## config.mk

```make
export PLATFORM = sky130hd
export DESIGN_NAME = line_sensor_position_pd_steer_top
export DESIGN_NICKNAME = d
export VERILOG_FILES = /design/src/rtl/core/lspd_pkg.sv /design/src/rtl/core/lspd_div.sv /design/src/rtl/core/line_sensor_position_pd_steer_top.sv
export SDC_FILE = /design/constraint.sdc
export NUM_CORES = 2
export LEC_CHECK = 0
export BUFFER_PORTS_ARGS = -buffer_cell sky130_fd_sc_hd__buf_4
export CAP_MARGIN = 20
export CORE_MARGIN = 1
export CORE_UTILIZATION = 60
export DETAILED_ROUTE_END_ITERATION = 16
export GPL_ROUTABILITY_DRIVEN = 0
export PLACE_DENSITY_LB_ADDON = 0.25
export SYNTH_ARGS = -nofsm -noshare
export SYNTH_HDL_FRONTEND = slang
export SYNTH_SLANG_ARGS = --single-unit
```

## constraint.sdc

```tcl
create_clock -name clk -period 10.7 [get_ports clk]
set_input_delay 1.07 -clock clk [delete_from_list [all_inputs] [get_ports clk]]
set_output_delay 1.07 -clock clk [all_outputs]
set_load 0.01 [all_outputs]
```

## src/rtl/core/lspd_pkg.sv

```systemverilog
// ----------------------------------------------------------------------------
// lspd_pkg
// Types, register indexes, channel weights and fixed widths shared by the
// line sensor position / PD steering block.
// ----------------------------------------------------------------------------
package lspd_pkg;

  localparam int CHANNELS     = 8;
  localparam int WEIGHT_W     = 10;   // channel weight, signed
  localparam int SUM_W        = 11;   // weight sum, signed, |sum| <= 900
  localparam int COUNT_W      = 4;    // black channel count, 0..8
  localparam int DIVIDEND_W   = 18;   // |sum| * 256
  localparam int DIVISOR_W    = 4;    // count, 1..8
  localparam int FILT_W       = 18;   // filtered error, signed Q.8
  localparam int ERR_W        = 10;   // integer error, signed
  localparam int DERR_W       = 11;   // error difference, signed
  localparam int MUL_A_W      = 18;   // shared multiplier, signed operand A
  localparam int MUL_B_W      = 17;   // shared multiplier, signed operand B
  localparam int PROD_W       = MUL_A_W + MUL_B_W;
  localparam int ACC_W        = PROD_W + 1;
  localparam int TURN_W       = 21;   // truncated PD value before clamp
  localparam int CFG_INDEX_W  = 3;
  localparam int CFG_DATA_W   = 16;
  localparam int LOST_TIME_MAX = 60000;
  localparam int LOST_TICK_MAX = 255;
  localparam int ALPHA_ONE     = 256;

  typedef enum logic [CFG_INDEX_W-1:0] {
    REG_BLACK_LEVEL    = 3'd0,
    REG_REVERSE_ORDER  = 3'd1,
    REG_TURN_NEGATE    = 3'd2,
    REG_GAIN_P         = 3'd3,
    REG_GAIN_D         = 3'd4,
    REG_TURN_LIMIT     = 3'd5,
    REG_FILTER_ALPHA   = 3'd6,
    REG_TICK_PERIOD_MS = 3'd7
  } reg_index_t;

  typedef enum logic [3:0] {
    ST_IDLE,
    ST_SUM,
    ST_DIV,
    ST_FM1,
    ST_FM2,
    ST_FADD,
    ST_FILT,
    ST_HOLD,
    ST_PM1,
    ST_PM2,
    ST_PADD,
    ST_TURN,
    ST_CLAMP,
    ST_DONE
  } state_t;

  // Position weight of each logical channel, left to right.
  function automatic logic signed [WEIGHT_W-1:0] chan_weight(input logic [2:0] idx);
    logic signed [WEIGHT_W-1:0] w;
    case (idx)
      3'd0:    w = -10'sd400;
      3'd1:    w = -10'sd280;
      3'd2:    w = -10'sd160;
      3'd3:    w = -10'sd60;
      3'd4:    w = 10'sd60;
      3'd5:    w = 10'sd160;
      3'd6:    w = 10'sd280;
      3'd7:    w = 10'sd400;
      default: w = '0;
    endcase
    return w;
  endfunction

endpackage

```

## src/rtl/core/lspd_div.sv

```systemverilog
// ----------------------------------------------------------------------------
// lspd_div
// Restoring unsigned divider, one quotient bit per cycle. A start pulse
// loads the operands; done pulses for one cycle when the quotient is ready.
// ----------------------------------------------------------------------------
module lspd_div #(
  parameter int DIVIDEND_W = lspd_pkg::DIVIDEND_W,
  parameter int DIVISOR_W  = lspd_pkg::DIVISOR_W
) (
  input  logic                  clk,
  input  logic                  rst,
  input  logic                  start,
  input  logic [DIVIDEND_W-1:0] dividend,
  input  logic [DIVISOR_W-1:0]  divisor,
  output logic                  done,
  output logic [DIVIDEND_W-1:0] quotient
);

  localparam int CNT_W = $clog2(DIVIDEND_W + 1);

  logic [DIVISOR_W-1:0]  rem;
  logic [DIVISOR_W-1:0]  dvs;
  logic [DIVIDEND_W-1:0] quo;
  logic [CNT_W-1:0]      cnt;
  logic [DIVISOR_W:0]    shifted;
  logic [DIVISOR_W:0]    diff;
  logic                  ge;

  always_comb begin
    shifted = {rem, quo[DIVIDEND_W-1]};
    ge      = shifted >= {1'b0, dvs};
    diff    = shifted - {1'b0, dvs};
  end

  always_ff @(posedge clk) begin
    if (rst) begin
      cnt  <= '0;
      done <= 1'b0;
    end else begin
      done <= 1'b0;
      if (start) begin
        quo <= dividend;
        rem <= '0;
        dvs <= divisor;
        cnt <= CNT_W'(DIVIDEND_W);
      end else if (cnt != '0) begin
        // the remainder stays below the divisor, so its top bit drops
        rem <= ge ? diff[DIVISOR_W-1:0] : shifted[DIVISOR_W-1:0];
        quo <= {quo[DIVIDEND_W-2:0], ge};
        cnt <= cnt - 1'b1;
        if (cnt == CNT_W'(1)) begin
          done <= 1'b1;
        end
      end
    end
  end

  assign quotient = quo;

endmodule

```

## src/rtl/core/line_sensor_position_pd_steer_top.sv

```systemverilog
// ----------------------------------------------------------------------------
// line_sensor_position_pd_steer_top
// Line position from an 8-channel digital sensor with PD steering output.
// ----------------------------------------------------------------------------
// One sensor sample in, one result out. A sample with at least one black
// channel waits on the bit-serial divider that averages the channel weights,
// then passes through one shared 18x17 multiplier for the filter and the PD
// terms. A sample with no black channel skips the divider and the filter.
// The block takes one sample at a time; a finished result sits in the output
// register, so the next sample can be taken while it waits.
// Write configuration only while no sample is in progress.
module line_sensor_position_pd_steer_top (
  input  logic                                clk,
  input  logic                                rst,
  // sample channel
  input  logic                                in_valid,
  output logic                                in_stall,
  input  logic [7:0]                          sensor_bits,
  // result channel
  output logic                                out_valid,
  input  logic                                out_stall,
  output logic signed [9:0]                   line_error,
  output logic                                line_valid,
  output logic [7:0]                          logical_mask,
  output logic [7:0]                          physical_mask,
  output logic [3:0]                          black_count,
  output logic [7:0]                          lost_ticks,
  output logic [15:0]                         lost_time_ms,
  output logic signed [1:0]                   last_direction,
  output logic signed [15:0]                  turn_command,
  // configuration
  input  logic                                cfg_we,
  input  logic [lspd_pkg::CFG_INDEX_W-1:0]    cfg_index,
  input  logic [lspd_pkg::CFG_DATA_W-1:0]     cfg_data
);

  // configuration registers
  logic        black_level;
  logic        reverse_order;
  logic        turn_negate;
  logic [15:0] gain_p;
  logic [15:0] gain_d;
  logic [14:0] turn_limit;
  logic [8:0]  filter_alpha;
  logic [7:0]  tick_period_ms;

  // control state
  lspd_pkg::state_t state, state_next;
  logic             have_valid;
  logic signed [lspd_pkg::FILT_W-1:0] filtered_error;
  logic signed [lspd_pkg::ERR_W-1:0]  held_error;
  logic signed [lspd_pkg::ERR_W-1:0]  previous_ctrl_error;
  logic [7:0]       lost_tick_count;
  logic [15:0]      lost_time;
  logic signed [1:0] direction_reg;

  // per-sample working registers
  logic [7:0]  pmask;
  logic [7:0]  lmask;
  logic [lspd_pkg::COUNT_W-1:0]      count;
  logic                              sum_neg;
  logic signed [lspd_pkg::FILT_W-1:0] raw;
  logic signed [lspd_pkg::PROD_W-1:0] prod;
  logic signed [lspd_pkg::ACC_W-1:0]  acc;
  logic signed [lspd_pkg::TURN_W-1:0] turn;
  logic signed [lspd_pkg::TURN_W-1:0] turn_clamped;

  // combinational
  logic        in_take;
  logic        out_free;
  logic [7:0]  pmask_in;
  logic [7:0]  lmask_in;
  logic [lspd_pkg::COUNT_W-1:0]      count_c;
  logic signed [lspd_pkg::SUM_W-1:0] sum_c;
  logic signed [lspd_pkg::SUM_W-1:0] sum_abs;
  logic [lspd_pkg::SUM_W-2:0]        sum_mag;
  logic        div_start;
  logic        div_done;
  logic [lspd_pkg::DIVIDEND_W-1:0] div_quo;
  logic [8:0]  alpha_eff;
  logic [8:0]  alpha_rest;
  logic signed [lspd_pkg::MUL_A_W-1:0] mul_a;
  logic signed [lspd_pkg::MUL_B_W-1:0] mul_b;
  logic signed [lspd_pkg::PROD_W-1:0] mul_p;
  logic signed [lspd_pkg::DERR_W-1:0] derr;
  logic signed [lspd_pkg::FILT_W-1:0] filt_adj;
  logic signed [lspd_pkg::ACC_W-1:0]  acc_adj;
  logic signed [lspd_pkg::TURN_W-1:0] turn_trunc;
  logic signed [lspd_pkg::TURN_W-1:0] lim;
  logic [16:0] lost_time_sum;
  logic signed [lspd_pkg::FILT_W-1:0] raw_next;

  // --------------------------------------------------------------------------
  // configuration port
  // --------------------------------------------------------------------------
  always_ff @(posedge clk) begin
    if (rst) begin
      black_level    <= 1'b1;
      reverse_order  <= 1'b0;
      turn_negate    <= 1'b1;
      gain_p         <= 16'd256;
      gain_d         <= 16'd0;
      turn_limit     <= 15'd32767;
      filter_alpha   <= 9'd256;
      tick_period_ms <= 8'd10;
    end else if (cfg_we) begin
      case (lspd_pkg::reg_index_t'(cfg_index))
        lspd_pkg::REG_BLACK_LEVEL:    black_level    <= cfg_data[0];
        lspd_pkg::REG_REVERSE_ORDER:  reverse_order  <= cfg_data[0];
        lspd_pkg::REG_TURN_NEGATE:    turn_negate    <= cfg_data[0];
        lspd_pkg::REG_GAIN_P:         gain_p         <= cfg_data;
        lspd_pkg::REG_GAIN_D:         gain_d         <= cfg_data;
        lspd_pkg::REG_TURN_LIMIT:     turn_limit     <= cfg_data[14:0];
        lspd_pkg::REG_FILTER_ALPHA:   filter_alpha   <= cfg_data[8:0];
        lspd_pkg::REG_TICK_PERIOD_MS: tick_period_ms <= cfg_data[7:0];
        default: ;
      endcase
    end
  end

  // --------------------------------------------------------------------------
  // masks, count and weight sum
  // --------------------------------------------------------------------------
  always_comb begin
    pmask_in = black_level ? sensor_bits : ~sensor_bits;
    for (int i = 0; i < lspd_pkg::CHANNELS; i++) begin
      lmask_in[i] = reverse_order ? pmask_in[lspd_pkg::CHANNELS-1-i] : pmask_in[i];
    end
  end

  always_comb begin
    count_c = '0;
    sum_c   = '0;
    for (int i = 0; i < lspd_pkg::CHANNELS; i++) begin
      if (lmask[i]) begin
        count_c = count_c + 1'b1;
        sum_c   = sum_c + lspd_pkg::SUM_W'(lspd_pkg::chan_weight(3'(i)));
      end
    end
    sum_abs = (sum_c < 0) ? -sum_c : sum_c;
    sum_mag = sum_abs[lspd_pkg::SUM_W-2:0];
  end

  // --------------------------------------------------------------------------
  // divider for the weighted average
  // --------------------------------------------------------------------------
  // the divider loads straight from the adder chain in the sum cycle
  lspd_div #(
    .DIVIDEND_W (lspd_pkg::DIVIDEND_W),
    .DIVISOR_W  (lspd_pkg::DIVISOR_W)
  ) u_div (
    .clk      (clk),
    .rst      (rst),
    .start    (div_start),
    .dividend ({sum_mag, 8'd0}),
    .divisor  (count_c),
    .done     (div_done),
    .quotient (div_quo)
  );

  // --------------------------------------------------------------------------
  // shared multiplier and datapath helpers
  // --------------------------------------------------------------------------
  always_comb begin
    if (!have_valid || filter_alpha > 9'(lspd_pkg::ALPHA_ONE)) begin
      alpha_eff = 9'(lspd_pkg::ALPHA_ONE);
    end else begin
      alpha_eff = filter_alpha;
    end
    alpha_rest = 9'(lspd_pkg::ALPHA_ONE) - alpha_eff;
    derr = lspd_pkg::DERR_W'(held_error) - lspd_pkg::DERR_W'(previous_ctrl_error);

    case (state)
      lspd_pkg::ST_FM1: begin
        mul_a = filtered_error;
        mul_b = $signed({8'd0, alpha_rest});
      end
      lspd_pkg::ST_FM2: begin
        mul_a = raw;
        mul_b = $signed({8'd0, alpha_eff});
      end
      lspd_pkg::ST_PM1: begin
        mul_a = lspd_pkg::MUL_A_W'(held_error);
        mul_b = $signed({1'b0, gain_p});
      end
      lspd_pkg::ST_PM2: begin
        mul_a = lspd_pkg::MUL_A_W'(derr);
        mul_b = $signed({1'b0, gain_d});
      end
      default: begin
        mul_a = '0;
        mul_b = '0;
      end
    endcase
    mul_p = mul_a * mul_b;

    // truncate toward zero on divide by 256: bias negatives by 255
    filt_adj   = filtered_error + (filtered_error < 0 ? lspd_pkg::FILT_W'(255) : '0);
    acc_adj    = acc + (acc < 0 ? lspd_pkg::ACC_W'(255) : '0);
    turn_trunc = acc_adj[lspd_pkg::TURN_W+7:8];
    lim        = lspd_pkg::TURN_W'(turn_limit);

    lost_time_sum = {1'b0, lost_time} + 17'(tick_period_ms);

    raw_next = sum_neg ? -lspd_pkg::FILT_W'(div_quo) : lspd_pkg::FILT_W'(div_quo);
  end

  // --------------------------------------------------------------------------
  // sequencer
  // --------------------------------------------------------------------------
  always_ff @(posedge clk) begin
    if (rst) begin
      state <= lspd_pkg::ST_IDLE;
    end else begin
      state <= state_next;
    end
  end

  always_comb begin
    state_next = state;
    case (state)
      lspd_pkg::ST_IDLE:  if (in_valid) state_next = lspd_pkg::ST_SUM;
      lspd_pkg::ST_SUM:   state_next = (count_c == '0) ? lspd_pkg::ST_PM1 : lspd_pkg::ST_DIV;
      lspd_pkg::ST_DIV:   if (div_done) state_next = lspd_pkg::ST_FM1;
      lspd_pkg::ST_FM1:   state_next = lspd_pkg::ST_FM2;
      lspd_pkg::ST_FM2:   state_next = lspd_pkg::ST_FADD;
      lspd_pkg::ST_FADD:  state_next = lspd_pkg::ST_FILT;
      lspd_pkg::ST_FILT:  state_next = lspd_pkg::ST_HOLD;
      lspd_pkg::ST_HOLD:  state_next = lspd_pkg::ST_PM1;
      lspd_pkg::ST_PM1:   state_next = lspd_pkg::ST_PM2;
      lspd_pkg::ST_PM2:   state_next = lspd_pkg::ST_PADD;
      lspd_pkg::ST_PADD:  state_next = lspd_pkg::ST_TURN;
      lspd_pkg::ST_TURN:  state_next = lspd_pkg::ST_CLAMP;
      lspd_pkg::ST_CLAMP: state_next = lspd_pkg::ST_DONE;
      lspd_pkg::ST_DONE:  if (out_free) state_next = lspd_pkg::ST_IDLE;
      default:            state_next = lspd_pkg::ST_IDLE;
    endcase
  end

  always_comb begin
    in_stall  = (state != lspd_pkg::ST_IDLE);
    in_take   = in_valid && !in_stall;
    out_free  = !out_valid || !out_stall;
    div_start = (state == lspd_pkg::ST_SUM) && (count_c != '0);
  end

  // --------------------------------------------------------------------------
  // tracking state
  // --------------------------------------------------------------------------
  always_ff @(posedge clk) begin
    if (rst) begin
      have_valid          <= 1'b0;
      filtered_error      <= '0;
      held_error          <= '0;
      previous_ctrl_error <= '0;
      lost_tick_count     <= '0;
      lost_time           <= '0;
      direction_reg       <= '0;
    end else begin
      case (state)
        lspd_pkg::ST_SUM: begin
          if (count_c == '0) begin
            if (lost_tick_count != 8'(lspd_pkg::LOST_TICK_MAX)) begin
              lost_tick_count <= lost_tick_count + 1'b1;
            end
            if (lost_time_sum <= 17'(lspd_pkg::LOST_TIME_MAX)) begin
              lost_time <= lost_time_sum[15:0];
            end
          end else begin
            lost_tick_count <= '0;
            lost_time       <= '0;
          end
        end
        lspd_pkg::ST_FILT: begin
          // floor of the Q.8 product sum
          filtered_error <= acc[lspd_pkg::FILT_W+7:8];
          have_valid     <= 1'b1;
        end
        lspd_pkg::ST_HOLD: begin
          held_error    <= filt_adj[lspd_pkg::ERR_W+7:8];
          direction_reg <= (filt_adj < 0) ? -2'sd1 : 2'sd1;
        end
        lspd_pkg::ST_PADD: previous_ctrl_error <= held_error;
        default: ;
      endcase
    end
  end

  // --------------------------------------------------------------------------
  // working registers (payload, no reset)
  // --------------------------------------------------------------------------
  always_ff @(posedge clk) begin
    if (in_take) begin
      pmask <= pmask_in;
      lmask <= lmask_in;
    end
    case (state)
      lspd_pkg::ST_SUM: begin
        count   <= count_c;
        sum_neg <= sum_c < 0;
      end
      lspd_pkg::ST_DIV:   if (div_done) raw <= raw_next;
      lspd_pkg::ST_FM1:   prod <= mul_p;
      lspd_pkg::ST_FM2: begin
        acc  <= lspd_pkg::ACC_W'(prod);
        prod <= mul_p;
      end
      lspd_pkg::ST_FADD:  acc <= acc + lspd_pkg::ACC_W'(prod);
      lspd_pkg::ST_PM1:   prod <= mul_p;
      lspd_pkg::ST_PM2: begin
        acc  <= lspd_pkg::ACC_W'(prod);
        prod <= mul_p;
      end
      lspd_pkg::ST_PADD:  acc <= acc + lspd_pkg::ACC_W'(prod);
      lspd_pkg::ST_TURN:  turn <= turn_negate ? -turn_trunc : turn_trunc;
      lspd_pkg::ST_CLAMP: begin
        if (turn > lim) begin
          turn_clamped <= lim;
        end else if (turn < -lim) begin
          turn_clamped <= -lim;
        end else begin
          turn_clamped <= turn;
        end
      end
      default: ;
    endcase
  end

  // --------------------------------------------------------------------------
  // output register
  // --------------------------------------------------------------------------
  always_ff @(posedge clk) begin
    if (rst) begin
      out_valid <= 1'b0;
    end else if (state == lspd_pkg::ST_DONE && out_free) begin
      out_valid <= 1'b1;
    end else if (!out_stall) begin
      out_valid <= 1'b0;
    end
  end

  always_ff @(posedge clk) begin
    if (state == lspd_pkg::ST_DONE && out_free) begin
      line_error     <= held_error;
      line_valid     <= (count != '0);
      logical_mask   <= lmask;
      physical_mask  <= pmask;
      black_count    <= count;
      lost_ticks     <= lost_tick_count;
      lost_time_ms   <= lost_time;
      last_direction <= direction_reg;
      turn_command   <= turn_clamped[15:0];
    end
  end

endmodule

```

After elaboration in Yosys (flattened, before gate mapping) --
Index checks and enable logic that the tools add are counted.
Operators by class: eq/ne operators 28, $mul 1, bitwise gates (word level) 3, $add $sub $neg 27, reductions and logical operators 37, mux-type cells 62, $lt $le $gt $ge 9
Operator list (count):
- $mux W11 | 8
- $mux W10 | 8
- $add A11 B10 Y11 | 7
- $pmux W18 S4 | 1
- $pmux W36 S2 | 1
- $pmux W16 S4 | 1
- $pmux W4 S14 | 1
- $mux W18 | 3
- $mux W4 | 13
- $mux W16 | 3
- $mux W8 | 5
- $add A36 B35 Y36 | 1
- $lt A18 B1 Y1 const B | 2
- $lt A36 B1 Y1 const B | 1
- $mul A18 B17 Y35 | 1
- $add A29 B8 Y29 | 1
- $add A4 B1 Y4 const B | 7
- $reduce_and A2 Y1 | 13
- $eq A4 B4 Y1 const B | 6
- $gt A21 B16 Y1 | 1
- $lt A21 B21 Y1 | 1
- $mux W21 | 1
- $neg A15 Y21 | 1
- $neg A21 Y21 | 1
- other kinds (42) | 79
Storage, ports and cells: input bits 32, output and inout bits 75, register bits 389

Logic depth before layout (Yosys ltp) --
depth in word-level cells 19, gate-level depth with buffers 38, depth with buffers taken out 37

By module --
A second synthesis with hierarchy kept.
Unflattened totals: cell total of the unflattened synthesis 3525, area, all modules 32965.4 um^2
Modules (own cells, without submodules):
- line_sensor_position_pd_steer_top | cells each 3413, area each 31432.6 um^2, instances 1
- lspd_div | cells each 112, area each 1532.7 um^2, instances 1

Worst setup path after synthesis --
No wires, ideal clock.
path kind reg2reg, start point register held_error[0] (netlist bit), end point register prod[34] (netlist bit) (data pin), path buffers 1, setup slack 1891 ps, clock period less this slack 8809 ps, arrival 8545 ps, stages on the path, launching flop included 35, data required time 10436 ps, setup time 264 ps, cells stage by stage dfxtp_1 inv_1 ha_1 fa_1 nor2b_1 o21ai_0 a21boi_0 o21ai_0 a21boi_0 o21a_1 o21ai_0 a31oi_1 o21ai_1 a221oi_1 clkbuf_1 nor2_1 fa_1 inv_1 fa_1 inv_1 fa_1 fa_1 fa_1 inv_1 fa_1 inv_1 ha_1 a21o_1 nand2_1 inv_1 a2111o_1 a311oi_1 o21ai_0 a221oi_1 xnor2_1
Between the ends: cells in the longest elaborated chain, start to end 3
RTL lines:
- start: declaration | RTL line line_sensor_position_pd_steer_top.sv:51 | logic signed [lspd_pkg::ERR_W-1:0] held_error;
- start signal: assignment | RTL line line_sensor_position_pd_steer_top.sv:280 | held_error <= filt_adj[lspd_pkg::ERR_W+7:8];
- $sub A10 B10 Y11 | RTL line line_sensor_position_pd_steer_top.sv:171 | derr = lspd_pkg::DERR_W'(held_error) - lspd_pkg::DERR_W'(previous_ctrl_error);
- $pmux W18 S4 * | RTL line line_sensor_position_pd_steer_top.sv:173 | case (state)
- $mul A18 B17 Y35 * | RTL line line_sensor_position_pd_steer_top.sv:195 | mul_p = mul_a * mul_b;
- net mul_p (one bit) | RTL line line_sensor_position_pd_steer_top.sv:84 | logic signed [lspd_pkg::PROD_W-1:0] mul_p;
- end signal: assignment | RTL line line_sensor_position_pd_steer_top.sv:303 | lspd_pkg::ST_FM1: prod <= mul_p;
- end signal: assignment | RTL line line_sensor_position_pd_steer_top.sv:306 | prod <= mul_p;
- end signal: assignment | RTL line line_sensor_position_pd_steer_top.sv:309 | lspd_pkg::ST_PM1: prod <= mul_p;
- end: declaration | RTL line line_sensor_position_pd_steer_top.sv:63 | logic signed [lspd_pkg::PROD_W-1:0] prod;
The timed path passes the listed nets; every way through them passes the cells marked *. A chain may end at the register's enable or synchronous reset.

Worst setup path after layout --
Ends and elaborated chain as after synthesis.

==> impl_metrics.yaml <==
synthesis:
  avgSynthCellArea_um2: 9.38
  synth-seq-cells: 387
  synthesis.nets: 4063
  synthArstFlopShare_pct: 0
  synth-main-ff-cell: "edfxtp_1"
  synth_area_um2: 33000
  synth-edff-count: 245
  yosysWarnings: 0
  syn_inst: 3515
  ys_types: 109
  seq_area_frac_synth_pct: 30.9
clock_network:
  ctsHoldBuffers: 0
  cts_buffers: 44
  clk_latency_ps: 600
  postCtsSetupRepairBufs: 0
  clockBufferDepth: 3
  clkTransAtPathRegs_ps: 60
  post_cts_resized: 0
  cts_root_buf: "clkbuf_16"
  cts.sinks: 387
  htreeDepth: 2
  cts_tree: "yes"
critical_path:
  worst_path_largest_cell_delay_ps: 810
  critPathMostFrequentCell: "fa_1"
  r2r-end: "prod[34]$_DFFE_PP_"
  crit_family: "compound AO/OA/AOI/OAI gates"
  worstSetupPathType: "flip-flop to flip-flop"
  crit_path_end_kind: "flip-flop"
  ff2ff_path_depth: 35
  cp-start-kind: "flip-flop"
  crit_buf_inv: 4
  cp.arrival_ps: 10340
  r2r_setup_slack_ps: 690
  cp_slowest_cell: "o21ai_1"
  cp_data_required_time_ps: 11030
  worstPathMaxFanout: 16
  worstReg2RegStart: "held_error[0]$_SDFFE_PP0N_"
drt:
  drtIter0Drc: 2427
  vias: 26200
  first_pass_iters: 8
  drc: 0
  wire_per_inst_um: 19.9
  routed_wl_mm: 85.5
  viasPerCell: 6.09
  ant_nets: 0
global_routing:
  grt_max_degree: 104
  grtUsageTotal_pct: 30.6
  antenna_found_initial: 0
  grt-ovfl-total: 0
  grt_pass1_vias: 26200
  grt_pass1_wl_mm: 136
placement:
  hpwl_mm: 65.5
  place_area_um2: 34400
  dp_cells: 4209
  portBuffers: 106
  post-place-ws_ps: 851
power:
  peakVddDrop_uv: 284
  leakagePower_uw: 0.0152
  power_density_nw_per_um2: 189
worst_hold_path:
  hold_end: "physical_mask[1]$_DFFE_PP_"
  holdPathStages: 0
  hp-class: "flip-flop to flip-flop"
  min_from: "pmask[1]$_DFFE_PP_"
timing:
  tightest_slew_ps: 1190
  slew_headroom_pct: 20.4
  slew_viol_final: 0
  fin_crit_sh_pct: 93.5
  grt_setup_unrepaired: "false"
  setup_viol: 0
  fmaxAchievable_ghz: 0.0999
  finalClockSkew_ps: 33.4
  final-hold-violation-count: 0
  period_needed_ps: 10010
  tns_ps: 0
  setup_ws_ps: 691
floorplanning:
  die_h_um: 236
  coreArea_um2: 54000
  die_area_um2: 55900
  rows: 85
  initial_core_util_pct: 61.0
  die_x_um: 236
  ioPinCount: 107
layout:
  final_area_um2: 36000
  final_cells: 4296
  num_antenna_cells: 0
  largest_reg_flops: 36
  drive_above_1_share_pct: 8.39
  area_growth_pct: 9.11
  top_register: "acc"
  final_nets: 4112
  reg.largest.list: "acc (36), prod (35), turn (21)"
  post-route-util_pct: 66.6
status:
  status: "finished, final reports clean"
flow_run:
  cap_viol_max_count: 0
## synthesized netlist by cell type, drive strengths merged (52+ instances only)
library cell | number | area (um^2)
a21oi | 224 | 1130
o21ai | 137 | 701
inv | 446 | 1670
nand3 | 52 | 260
ha | 219 | 2740
nor2 | 288 | 1080
fa | 297 | 5950
a21o | 54 | 407
edfxtp | 245 | 7360
xnor2 | 138 | 1240
xor2 | 52 | 474
clkbuf | 120 | 490
nand2 | 474 | 1790
dfxtp | 142 | 2840
## cells by family (layout without fill, tap and decap cells)
group	Yosys count	count (layout)	synth area share, %
multiplexers	35	35	1.14
adder cells (fa/ha/maj)	516	516	26.3
XOR/XNOR	195	195	5.57
AND/OR/NAND/NOR	1079	1079	14.7
flip-flops	387	387	30.9
buffers and inverters	592	677	7.06
AO/OA/AOI/OAI	711	711	14.2
## worst max-delay path by stage
stage	from	cells past startpoint	end	slack, ps
after global routing	held_error[0]$_SDFFE_PP0N_	35	prod[34]$_DFFE_PP_	120
after floorplan	held_error[0]$_SDFFE_PP0N_	34	prod[34]$_DFFE_PP_	1890
after detailed placement	held_error[0]$_SDFFE_PP0N_	35	prod[34]$_DFFE_PP_	850
final	held_error[0]$_SDFFE_PP0N_	35	prod[34]$_DFFE_PP_	690
after CTS	held_error[0]$_SDFFE_PP0N_	35	prod[34]$_DFFE_PP_	850
after global placement	held_error[0]$_SDFFE_PP0N_	35	prod[34]$_DFFE_PP_	1200
## per-layer routing
layer | vias to the layer above | GRT usage (%) | wire length [um]
li1 | 12000 | - | -
met1 | 12700 | 38.5 | 33100
met2 | 1215 | 49.9 | 40300
met3 | 296 | 6.12 | 7270
met4 | 0 | 15.9 | 4740
met5 | - | 0.346 | 0
## cell usage in the layout, fill, tap and decap left out, types with 19 or more instances in the layout
master	count
a21o_1	53
a21oi_1	218
a31oi_1	20
and2_1	28
and3_1	19
buf_4	142
clkbuf_16	48
dfxtp_1	142
edfxtp_1	245
fa_1	297
ha_1	219
inv_1	445
mux2i_1	24
nand2_1	473
nand2b_1	29
nand3_1	52
nand4_1	24
nor2_1	284
nor2b_1	33
nor3_1	39
o211ai_1	23
o21a_1	37
o21ai_0	116
xnor2_1	135
xor2_1	51
## metrics by stage
| step | hold WS, ps | power [uW] |
|---|---|---|
| 2_1_floorplan | 400 | 4550 |
| 3_3_place_gp | 404 | 5020 |
| 3_5_place_dp | 406 | 5170 |
| 4_1_cts | 419 | 6750 |
| 5_1_grt | 422 | 7190 |
| 6_report | 419 | 6800 |
## cell type report
cell class / instances / area [um^2]
clock buffers: 67 / 1330
clock inverters: 15 / 156
fillers: 4198 / 18100
inverters: 446 / 1670
multi-input cells: 2536 / 20500
flip-flops and latches: 387 / 10200
well taps: 696 / 871
repair buffers: 149 / 1190
## power breakdown
group,internal (uW),switching [uW],total [uW]
Sequential,1950,259,2210
Clock,911,647,1560
Combinational,1210,1820,3030
Total,4070,2730,6800
(Power assumes the default switching activity.)
